==> config.mk <==
export PLATFORM = sky130hd
export DESIGN_NAME = typed_slot_allocator_mark_sweep_unit
export DESIGN_NICKNAME = d
export VERILOG_FILES = /design/src/tsa_pkg.sv /design/src/tsa_ram.sv /design/src/tsa_ctrl.sv /design/src/tsa_dpath.sv /design/src/typed_slot_allocator_mark_sweep_unit.sv
export SDC_FILE = /design/constraint.sdc
export NUM_CORES = 2
export LEC_CHECK = 0
export BUFFER_PORTS_ARGS = -buffer_cell sky130_fd_sc_hd__buf_2
export CORE_UTILIZATION = 40
export CTS_CLUSTER_DIAMETER = 120
export CTS_CLUSTER_SIZE = 25
export DETAILED_ROUTE_END_ITERATION = 7
export MAX_ROUTING_LAYER = met4
export PLACE_DENSITY = 0.51
export SLEW_MARGIN = 20
export SYNTH_ARGS = -nofsm -noshare
export SYNTH_HDL_FRONTEND = slang
export SYNTH_HIERARCHICAL = 1
export SYNTH_SLANG_ARGS = --single-unit
==> constraint.sdc <==
create_clock -name clk -period 7.8 [get_ports clk]
set_input_delay 0.78 -clock clk [delete_from_list [all_inputs] [get_ports clk]]
set_output_delay 0.78 -clock clk [all_outputs]
set_load 0.01 [all_outputs]
==> src/tsa_pkg.sv <==
// ----------------------------------------------------------------------------
// tsa_pkg
// Constants, codes and controller/datapath interface types of the typed slot
// allocator.
// ----------------------------------------------------------------------------
package tsa_pkg;

    localparam int SLOTS_PER_TYPE = 256;
    localparam int NUM_TYPES      = 4;

    localparam int ACT_W  = 2;
    localparam int TYPE_W = 2;
    localparam int SLOT_W = 8;

    localparam int SLOT_FIELD_SPAN = 1 << SLOT_W;

    // Bitmap row geometry: one row holds WORD_W used bits and WORD_W mark bits
    localparam int WORD_W        = (SLOTS_PER_TYPE >= 32) ? 32 : 8;
    localparam int WORD_LG       = (WORD_W == 32) ? 5 : 3;
    localparam int RAM_W         = 2 * WORD_W;
    localparam int ROWS_PER_TYPE = (SLOTS_PER_TYPE + WORD_W - 1) / WORD_W;
    localparam int TOTAL_ROWS    = NUM_TYPES * ROWS_PER_TYPE;
    localparam int ROW_AW        = (TOTAL_ROWS > 1) ? $clog2(TOTAL_ROWS) : 1;

    // Alloc only searches slots that granted_slot can name
    localparam int SEARCH_SLOTS = (SLOTS_PER_TYPE < SLOT_FIELD_SPAN) ?
                                  SLOTS_PER_TYPE : SLOT_FIELD_SPAN;
    localparam int SEARCH_ROWS  = (SEARCH_SLOTS + WORD_W - 1) / WORD_W;
    localparam int LAST_BITS    = SEARCH_SLOTS - (SEARCH_ROWS - 1) * WORD_W;
    localparam logic [WORD_W-1:0] LAST_MASK = {WORD_W{1'b1}} >> (WORD_W - LAST_BITS);

    localparam logic [ACT_W-1:0] ACT_ALLOC = ACT_W'(0);
    localparam logic [ACT_W-1:0] ACT_FREE  = ACT_W'(1);
    localparam logic [ACT_W-1:0] ACT_MARK  = ACT_W'(2);
    localparam logic [ACT_W-1:0] ACT_SWEEP = ACT_W'(3);

    localparam logic STAT_DONE = 1'b0;
    localparam logic STAT_FULL = 1'b1;

    typedef struct packed {
        logic load;
        logic issue_rd;
        logic row_wr;
        logic step;
        logic fail;
        logic out_load;
    } tsa_cmd_t;

    typedef struct packed {
        logic [ACT_W-1:0] act;
        logic             in_ok;
        logic             found;
        logic             last_row;
        logic             out_free;
    } tsa_stat_t;

endpackage

==> src/tsa_ram.sv <==
// ----------------------------------------------------------------------------
// tsa_ram
// Generic single-write, single-read RAM with registered read data.
// ----------------------------------------------------------------------------
module tsa_ram #(
    parameter int DATA_W = 8,
    parameter int DEPTH  = 16
) (
    input  logic                                        clk,
    input  logic                                        we,
    input  logic [((DEPTH > 1) ? $clog2(DEPTH) : 1)-1:0] waddr,
    input  logic [DATA_W-1:0]                           wdata,
    input  logic                                        re,
    input  logic [((DEPTH > 1) ? $clog2(DEPTH) : 1)-1:0] raddr,
    output logic [DATA_W-1:0]                           rdata
);

    logic [DATA_W-1:0] mem [DEPTH];
    logic [DATA_W-1:0] rdata_reg;

    always_ff @(posedge clk)
    begin
        if (we)
        begin
            mem[waddr] <= wdata;
        end
        if (re)
        begin
            rdata_reg <= mem[raddr];
        end
    end

    assign rdata = rdata_reg;

endmodule

==> src/tsa_ctrl.sv <==
// ----------------------------------------------------------------------------
// tsa_ctrl
// Sequencer: accepts an item, walks the bitmap rows it needs, hands the
// result to the output register.
// ----------------------------------------------------------------------------
module tsa_ctrl (
    input  logic               clk,
    input  logic               rst_n,
    input  logic               in_valid,
    output logic               in_ready,
    input  tsa_pkg::tsa_stat_t stat,
    output tsa_pkg::tsa_cmd_t  cmd
);
    import tsa_pkg::*;

    localparam logic [1:0] ST_IDLE = 2'd0;
    localparam logic [1:0] ST_RD   = 2'd1;
    localparam logic [1:0] ST_CHK  = 2'd2;
    localparam logic [1:0] ST_FIN  = 2'd3;

    logic [1:0] state_reg;
    logic [1:0] state_next;

    always_comb
    begin
        state_next = state_reg;
        cmd        = '0;
        unique case (state_reg)
            ST_IDLE:
            begin
                if (in_valid)
                begin
                    cmd.load   = 1'b1;
                    state_next = stat.in_ok ? ST_RD : ST_FIN;
                end
            end
            ST_RD:
            begin
                cmd.issue_rd = 1'b1;
                state_next   = ST_CHK;
            end
            ST_CHK:
            begin
                case (stat.act)
                    ACT_ALLOC:
                    begin
                        if (stat.found)
                        begin
                            cmd.row_wr = 1'b1;
                            state_next = ST_FIN;
                        end
                        else if (stat.last_row)
                        begin
                            cmd.fail   = 1'b1;
                            state_next = ST_FIN;
                        end
                        else
                        begin
                            cmd.step   = 1'b1;
                            state_next = ST_RD;
                        end
                    end
                    ACT_SWEEP:
                    begin
                        cmd.row_wr = 1'b1;
                        if (stat.last_row)
                        begin
                            state_next = ST_FIN;
                        end
                        else
                        begin
                            cmd.step   = 1'b1;
                            state_next = ST_RD;
                        end
                    end
                    default:
                    begin
                        // free and mark touch a single row
                        cmd.row_wr = 1'b1;
                        state_next = ST_FIN;
                    end
                endcase
            end
            ST_FIN:
            begin
                if (stat.out_free)
                begin
                    cmd.out_load = 1'b1;
                    state_next   = ST_IDLE;
                end
            end
            default:
            begin
                state_next = ST_IDLE;
            end
        endcase
    end

    always_ff @(posedge clk or negedge rst_n)
    begin
        if (!rst_n)
        begin
            state_reg <= ST_IDLE;
        end
        else
        begin
            state_reg <= state_next;
        end
    end

    assign in_ready = (state_reg == ST_IDLE);

endmodule

==> src/tsa_dpath.sv <==
// ----------------------------------------------------------------------------
// tsa_dpath
// Bitmap storage (used and mark bits per row), row valid bits, first-free
// search, row update logic and the output register.
// ----------------------------------------------------------------------------
module tsa_dpath (
    input  logic                        clk,
    input  logic                        rst_n,
    input  tsa_pkg::tsa_cmd_t           cmd,
    output tsa_pkg::tsa_stat_t          stat,
    input  logic [tsa_pkg::ACT_W-1:0]   action,
    input  logic [tsa_pkg::TYPE_W-1:0]  obj_type,
    input  logic [tsa_pkg::SLOT_W-1:0]  slot_index,
    output logic                        out_valid,
    input  logic                        out_ready,
    output logic                        status,
    output logic [tsa_pkg::SLOT_W-1:0]  granted_slot
);
    import tsa_pkg::*;

    logic [ACT_W-1:0]      act_reg;
    logic [WORD_LG-1:0]    bit_reg;
    logic [ROW_AW-1:0]     row_reg;
    logic [ROW_AW-1:0]     cnt_reg;
    logic                  rvalid_reg;
    logic [TOTAL_ROWS-1:0] row_valid_reg;
    logic                  res_status_reg;
    logic [SLOT_W-1:0]     res_slot_reg;
    logic                  out_valid_reg;
    logic                  out_status_reg;
    logic [SLOT_W-1:0]     out_slot_reg;

    logic                  type_ok;
    logic                  slot_ok;
    logic                  in_ok;
    logic [31:0]           start_calc;
    logic [ROW_AW-1:0]     start_row;
    logic [RAM_W-1:0]      ram_rdata;
    logic [RAM_W-1:0]      ram_wdata;
    logic [WORD_W-1:0]     eff_used;
    logic [WORD_W-1:0]     eff_mark;
    logic [WORD_W-1:0]     search_mask;
    logic [WORD_W-1:0]     free_vec;
    logic                  found;
    logic [WORD_LG-1:0]    alloc_idx;
    logic [WORD_W-1:0]     alloc_oh;
    logic [WORD_W-1:0]     sel_oh;
    logic [WORD_W-1:0]     new_used;
    logic [WORD_W-1:0]     new_mark;
    logic [SLOT_W-1:0]     granted;

    // ---- item decode at accept
    assign type_ok = (32'(obj_type) < NUM_TYPES);
    assign slot_ok = (32'(slot_index) < SLOTS_PER_TYPE);

    always_comb
    begin
        unique case (action)
            ACT_SWEEP: start_calc = '0;
            ACT_ALLOC: start_calc = 32'(obj_type) * ROWS_PER_TYPE;
            default:   start_calc = 32'(obj_type) * ROWS_PER_TYPE
                                    + (32'(slot_index) >> WORD_LG);
        endcase
    end
    assign start_row = start_calc[ROW_AW-1:0];

    always_comb
    begin
        unique case (action)
            ACT_SWEEP: in_ok = 1'b1;
            ACT_ALLOC: in_ok = type_ok;
            default:   in_ok = type_ok && slot_ok;
        endcase
    end

    // ---- row read; a row never written reads as all zero
    assign eff_used = rvalid_reg ? ram_rdata[WORD_W-1:0] : '0;
    assign eff_mark = rvalid_reg ? ram_rdata[RAM_W-1:WORD_W] : '0;

    assign search_mask = (cnt_reg == ROW_AW'(SEARCH_ROWS - 1)) ? LAST_MASK : '1;
    assign free_vec    = ~eff_used & search_mask;

    // lowest free bit of the row
    always_comb
    begin
        found     = 1'b0;
        alloc_idx = '0;
        for (int b = WORD_W - 1; b >= 0; b--)
        begin
            if (free_vec[b])
            begin
                found     = 1'b1;
                alloc_idx = WORD_LG'(b);
            end
        end
    end

    assign alloc_oh = WORD_W'(1) << alloc_idx;
    assign sel_oh   = WORD_W'(1) << bit_reg;
    assign granted  = SLOT_W'({cnt_reg, alloc_idx});

    always_comb
    begin
        unique case (act_reg)
            ACT_ALLOC:
            begin
                new_used = eff_used | alloc_oh;
                new_mark = eff_mark & ~alloc_oh;
            end
            ACT_FREE:
            begin
                new_used = eff_used & ~sel_oh;
                new_mark = eff_mark;
            end
            ACT_MARK:
            begin
                new_used = eff_used;
                new_mark = eff_mark | sel_oh;
            end
            default:
            begin
                // sweep: unmarked slots are freed, marks cleared
                new_used = eff_used & eff_mark;
                new_mark = '0;
            end
        endcase
    end
    assign ram_wdata = {new_mark, new_used};

    tsa_ram #(
        .DATA_W (RAM_W),
        .DEPTH  (TOTAL_ROWS)
    ) u_ram (
        .clk   (clk),
        .we    (cmd.row_wr),
        .waddr (row_reg),
        .wdata (ram_wdata),
        .re    (cmd.issue_rd),
        .raddr (row_reg),
        .rdata (ram_rdata)
    );

    assign stat.act      = act_reg;
    assign stat.in_ok    = in_ok;
    assign stat.found    = found;
    assign stat.last_row = (act_reg == ACT_SWEEP) ? (row_reg == ROW_AW'(TOTAL_ROWS - 1))
                                                  : (cnt_reg == ROW_AW'(SEARCH_ROWS - 1));
    assign stat.out_free = !out_valid_reg || out_ready;

    // ---- control state
    always_ff @(posedge clk or negedge rst_n)
    begin
        if (!rst_n)
        begin
            row_valid_reg <= '0;
            rvalid_reg    <= 1'b0;
            out_valid_reg <= 1'b0;
        end
        else
        begin
            if (cmd.issue_rd)
            begin
                rvalid_reg <= row_valid_reg[row_reg];
            end
            if (cmd.row_wr)
            begin
                row_valid_reg[row_reg] <= 1'b1;
            end
            if (cmd.out_load)
            begin
                out_valid_reg <= 1'b1;
            end
            else if (out_ready)
            begin
                out_valid_reg <= 1'b0;
            end
        end
    end

    // ---- item and result payload
    always_ff @(posedge clk)
    begin
        if (cmd.load)
        begin
            act_reg        <= action;
            bit_reg        <= slot_index[WORD_LG-1:0];
            row_reg        <= start_row;
            cnt_reg        <= '0;
            res_status_reg <= (action == ACT_ALLOC && !type_ok) ? STAT_FULL : STAT_DONE;
            res_slot_reg   <= '0;
        end
        else
        begin
            if (cmd.step)
            begin
                row_reg <= row_reg + ROW_AW'(1);
                cnt_reg <= cnt_reg + ROW_AW'(1);
            end
            if (cmd.row_wr && act_reg == ACT_ALLOC)
            begin
                res_slot_reg <= granted;
            end
            if (cmd.fail)
            begin
                res_status_reg <= STAT_FULL;
            end
        end
        if (cmd.out_load)
        begin
            out_status_reg <= res_status_reg;
            out_slot_reg   <= res_slot_reg;
        end
    end

    assign out_valid    = out_valid_reg;
    assign status       = out_status_reg;
    assign granted_slot = out_slot_reg;

endmodule

==> src/typed_slot_allocator_mark_sweep_unit.sv <==
// ----------------------------------------------------------------------------
// typed_slot_allocator_mark_sweep_unit
// Four typed slot pools in one used/mark bitmap, with alloc, free, mark and
// sweep items.
// ----------------------------------------------------------------------------
// Usage:
//   Input channel (in_valid/in_ready) carries action, obj_type, slot_index.
//   Output channel (out_valid/out_ready) returns one item per input item:
//   status (1 = alloc found no free slot or had a bad type) and granted_slot.
//   The bitmap lives in a RAM of WORD_W-slot rows; each row holds the used
//   and mark bits. Every row visited is read in ST_RD and checked or
//   written in ST_CHK through the single RAM port pair.
//   Free and mark visit one row; alloc searches the rows of its type until
//   it finds a free slot or runs out; sweep visits all TOTAL_ROWS rows. A
//   bad type, or a bad slot on free or mark, skips the bitmap entirely.
//   One item is in flight at a time; the next is accepted as soon as the
//   previous result sits in the output register, even if not yet taken.
//   Reset clears the per-row valid bits, so the whole bitmap reads as free
//   and unmarked at once; no clearing pass is needed.
//   A stalled receiver holds the result; a finished item then waits until
//   the output register frees up.
// ----------------------------------------------------------------------------
module typed_slot_allocator_mark_sweep_unit (
    input  logic                        clk,
    input  logic                        rst_n,
    input  logic                        in_valid,
    output logic                        in_ready,
    input  logic [tsa_pkg::ACT_W-1:0]   action,
    input  logic [tsa_pkg::TYPE_W-1:0]  obj_type,
    input  logic [tsa_pkg::SLOT_W-1:0]  slot_index,
    output logic                        out_valid,
    input  logic                        out_ready,
    output logic                        status,
    output logic [tsa_pkg::SLOT_W-1:0]  granted_slot
);
    import tsa_pkg::*;

    tsa_cmd_t  cmd;
    tsa_stat_t stat;

    tsa_ctrl u_ctrl (
        .clk      (clk),
        .rst_n    (rst_n),
        .in_valid (in_valid),
        .in_ready (in_ready),
        .stat     (stat),
        .cmd      (cmd)
    );

    tsa_dpath u_dpath (
        .clk          (clk),
        .rst_n        (rst_n),
        .cmd          (cmd),
        .stat         (stat),
        .action       (action),
        .obj_type     (obj_type),
        .slot_index   (slot_index),
        .out_valid    (out_valid),
        .out_ready    (out_ready),
        .status       (status),
        .granted_slot (granted_slot)
    );

endmodule

* After elaboration in Yosys (flattened, before gate mapping) *
Memory sizes are Yosys's and may differ from the RTL's. A register that Yosys moved wholly into a read port is not among the register bits.
Cells that the tools add are included.

operators by class
  reductions and logical operators = 10
  bitwise gates (word level) = 9
  order comparisons = 2
  shift-type cells = 2
  divide/modulo/power cells = 0
  mux-type cells = 99
  equality and inequality tests = 11
  multiply operators = 0
  add/subtract/negate cells = 3

operators by type and width
  kind                    count
  $pmux W32 S3            2
  $mux W5                 34
  $and A32 B32 Y32        3
  $not A32 Y32            3
  $or A32 B32 Y32         3
  $mux W32                2
  $shl A1 B5 Y32 const A  2
  $mux W1                 49
  $add A5 B1 Y5 const B   2
  $eq A2 B2 Y1 const B    5
  $mux W2                 5
  $pmux W5 S2             1
  $pmux W2 S4             1
  $logic_not A2 Y1        3
  $lt A5 B6 Y1 const B    1
  $add A5 B3 Y5           1
  $bmux W1 S5             1
  $demux W1 S5            1
  $eq A5 B3 Y1 const B    1
  $eq A5 B5 Y1 const B    1
  $ge A5 B1 Y1 const B    1
  $eq A2 B1 Y1 const B    2
  $ne A2 B2 Y1 const B    2
  $pmux W2 S2             1
  7 further kinds         9

storage, ports and cells
  input port bits = 16
  register bits after elaboration = 71
  word-level logic and storage cells = 149
  memory bits (read-only) = 0
  output and inout port bits = 11
  RAM bits = 2048
  memories kept = 1
  latch bits = 0

memory list
  memory             words  bits a word  read ports  clocked after memory_dff  wr ports  RTL line       RTL
  u_dpath.u_ram.mem  32     64           1           1                         1         tsa_ram.sv:18  logic [DATA_W-1:0] mem [DEPTH];

* Depth between registers and ports, before layout *
  depth in word-level cells = 39
  mapped depth = 14
  gate-level depth less buffers = 10

* Modules after synthesis *
Netlist, hierarchy kept.

by module, submodules not included
  module     instances  cells an instance  area an instance (sq um)  sequential area each (sq um)
  tsa_ram    1          3097               79605.1                   63420.8
  tsa_dpath  1          602                5029.8                    1761.7
  tsa_ctrl   1          27                 203.9                     50.0

* Least setup slack after synthesis *
No wires, ideal clock.

  kind = register -> register
  start = register u_dpath.rvalid_reg
  end = memory u_dpath/u_ram/mem[20][0] in the netlist's numbering, enable pin
  buffers on the path = 4
  setup slack = 2.470 ns
  data required time = 7.313 ns
  arrival time = 4.843 ns
  cell stages (with the launch flop) = 13
  clock period less this slack = 5.330 ns
  library setup time = 0.487 ns
  cells stage by stage = dfrtp_1 > buf_4 > nand3_2 > or2_0 > clkbuf_1 > nor3_1 > nand3_1 > buf_4 > nor2b_1 > nor2_1 > or3b_2 > clkbuf_1 > nor2_1

RTL lines
  element                 RTL line          RTL
  start, declared         tsa_dpath.sv:25   logic rvalid_reg;
  start signal, assigned  tsa_dpath.sv:163  rvalid_reg <= row_valid_reg[row_reg];
  end, declared           tsa_ram.sv:18

==> impl_metrics.ini <==
[outcome]
run_status = finished clean

[worst_setup_path]
start_kind = flip-flop
regToRegSetupSlack_ns = 2.76
worstPathMaxFanout = 52
r2r_end = u_dpath/u_ram/mem[5][31]$_DFFE_PP_
end_kind = flip-flop
worstSetupStartpoint = u_dpath/rvalid_reg$_DFFE_PN0P_
r2r-start = u_dpath/rvalid_reg$_DFFE_PN0P_
cp-endpoint = u_dpath/u_ram/mem[5][31]$_DFFE_PP_
crit_type = flip-flop to flip-flop
r2r.worst_path.cells = 10
worstPathArrival_ns = 5.44
worstPathRequired_ns = 8.19

[timing]
maxSlewHeadroom_pct = 23.3
setup-violations-final = 0
fin_tns_setup_ns = 0
fin_crit_sh_pct = 64.7
max_freq_mhz = 198
min_period_ns = 5.04
clock_skew_ns = 0.0589
hold_viol = 0
worst-slew-pin-transition_ns = 1.15
fin_ws_ns = 2.76
report.final.slew_viol_count = 0
whs_ns = 0.0605
rsz0062_at_grt = no

[floorplanning]
start_util_pct = 40.4
dieArea_um2 = 214000
io_pins = 27
rows = 168
die_w_um = 463
core_area_um2 = 210000
die_h_um = 463

[power_and_ir_drop]
powerDensity_nw_per_um2 = 302
p_total_mw = 27.9
power.leakage_nw = 28.0
ir_worst_vdd_mv = 0.309

[layout]
layout_common_cells = 2133 x edfxtp_1, 610 x mux4_2, 98 x clkbuf_16, 95 x buf_4, 86 x nand2_1
areaGrowthSynthToFinish_pct = 8.93
layout_commonest_cell = edfxtp_1
fin_util_pct = 44.0
largest_register_ffs = 2048
regArea_um2 = 65200
final_cell_area_um2 = 92400
fillers = 17800
instances_no_fill = 6623
multi_input_area_um2 = 19300
drive_gt1_share_pct = 27.8
nNetsFinal = 3814

[synthesis]
yosys_most_used_dff = edfxtp_1
synthCells = 3726
synth_area_um2 = 84800
ys_seq_area_share_pct = 76.9
synth_cell_types = 72
ys_seq_elements = 2183
synth_nets = 3752
synth_enable_flop_cells = 2133
async_reset_ff_share_pct = 1.65
synth_warnings = 6
avgSynthCellArea_um2 = 22.8

[global_routing]
grtUsageTotal_pct = 22.1
grt_pass1_wl_mm = 324
antenna_found_initial = 9
grt_max_degree = 117
grt_pass1_vias = 39600
grt_overflow_total = 0

[placed_design]
numPortBuffers = 26
detailedPlace.worstSlack_ns = 2.51
place_congestion = 0.934
place_area_um2 = 89500
dp_cells = 6486
hpwl_mm = 133

[routing]
initialDrtViolationCount = 4689
drc = 0
via_per_inst = 6.00
vias = 39700
totalWireLength_mm = 230
drt.antenna.violating_nets = 0
dr.pass1.iters = 7
wl_per_cell_um = 34.8

[flow_run]
cap_violations = 0

[cts]
cts_tree = done
cts_buffer_depth = 3
clk_pin_slew_worst_paths_ns = 0.10
clkSinkCount = 2183
cts_hold_buf = 0
insertion_delay_ns = 0.81
cts_setup_buffers = 0
cts_buffers = 98
cts-resized-gates = 0
clockRootBuffer = clkbuf_16
htreeDepth = 3

[worst_hold_path]
min_path_type = input pin to async pin
cells in the mapped netlist (25+ instances only):
master     number  area (µm²)
clkbuf_1       79         297
o21bai_1       32         240
mux4_2        610       13700
nand2_1        86         323
o2111ai_1      33         289
mux2_2         74         833
nor2_1         89         334
dfrtp_1        36         901
buf_2          73         365
a21oi_1        34         170
edfxtp_1     2133       64100
nand3_1        25         125
o21ai_0        32         160
mux2i_1        39         390
worst min-delay path by stage:
stage | endpoint | start
final | u_dpath/out_valid$_DFFE_PN0P_ | rst_n
after CTS | u_dpath/out_valid$_DFFE_PN0P_ | rst_n
after global placement | u_dpath/granted_slot[5]$_DFFE_PP_ | u_dpath/res_slot_reg[5]$_SDFFE_PP0P_
after floorplan | u_dpath/granted_slot[0]$_DFFE_PP_ | u_dpath/res_slot_reg[0]$_SDFFE_PP0P_
after global routing | u_dpath/out_valid$_DFFE_PN0P_ | rst_n
after detailed placement | u_dpath/granted_slot[2]$_DFFE_PP_ | u_dpath/res_slot_reg[2]$_SDFFE_PP0P_
critical path: stages, from the launching register on:
cell and delay, ns:
dfrtp_1 0.38, buf_4 0.29, nand3_2 0.15, or2_0 0.33, nor3_1 0.13, nand3_1 0.17
nor2b_1 0.10, nor2_2 0.56, nand3b_1 0.76, nor2_4 0.69, buf_4 0.95
area by class of cell:
type / instances / share of cell area [%]
Clock buffer: 117 / 2.73
Tap cell: 2805 / 3.80
Multi-Input combinational cell: 1325 / 20.9
Antenna cell: 3 / 0.00812
Clock inverter: 10 / 0.152
Sequential cell: 2183 / 70.6
Timing Repair Buffer: 155 / 1.68
Inverter: 25 / 0.102
where the power goes:
part	internal [mW]	switching, mW
clock	2.34	3.59
sequential	14.8	0.421
combinational	2.34	4.43
total	19.4	8.43
logic make-up (layout without fill, tap and decap cells):
kind of cell             Yosys count  count (layout)  share of synthesized area [%]
flip-flops                      2183            2183                           76.9
multiplexers                     723             723                           17.6
AND/OR/NAND/NOR                  311             311                           1.79
AO/OA/AOI/OAI                    274             274                           2.29
buffers and inverters            218             307                           1.18
adder cells (fa/ha/maj)           10              10                          0.147
XOR/XNOR                           6               6                         0.0619
other                              1               4                        0.00442
metal layers:
layer	share of wire, %	routed length, µm	vias to the layer above	GRT usage [%]
met3	5.4	12300	187	2.36
met2	48	110000	1221	34.1
met1	45	104000	22400	32.4
met4	1.8	4060	0	4.21
li1	-	-	15900	-
met5	0	0	-	-
(Power assumes the default switching activity.)
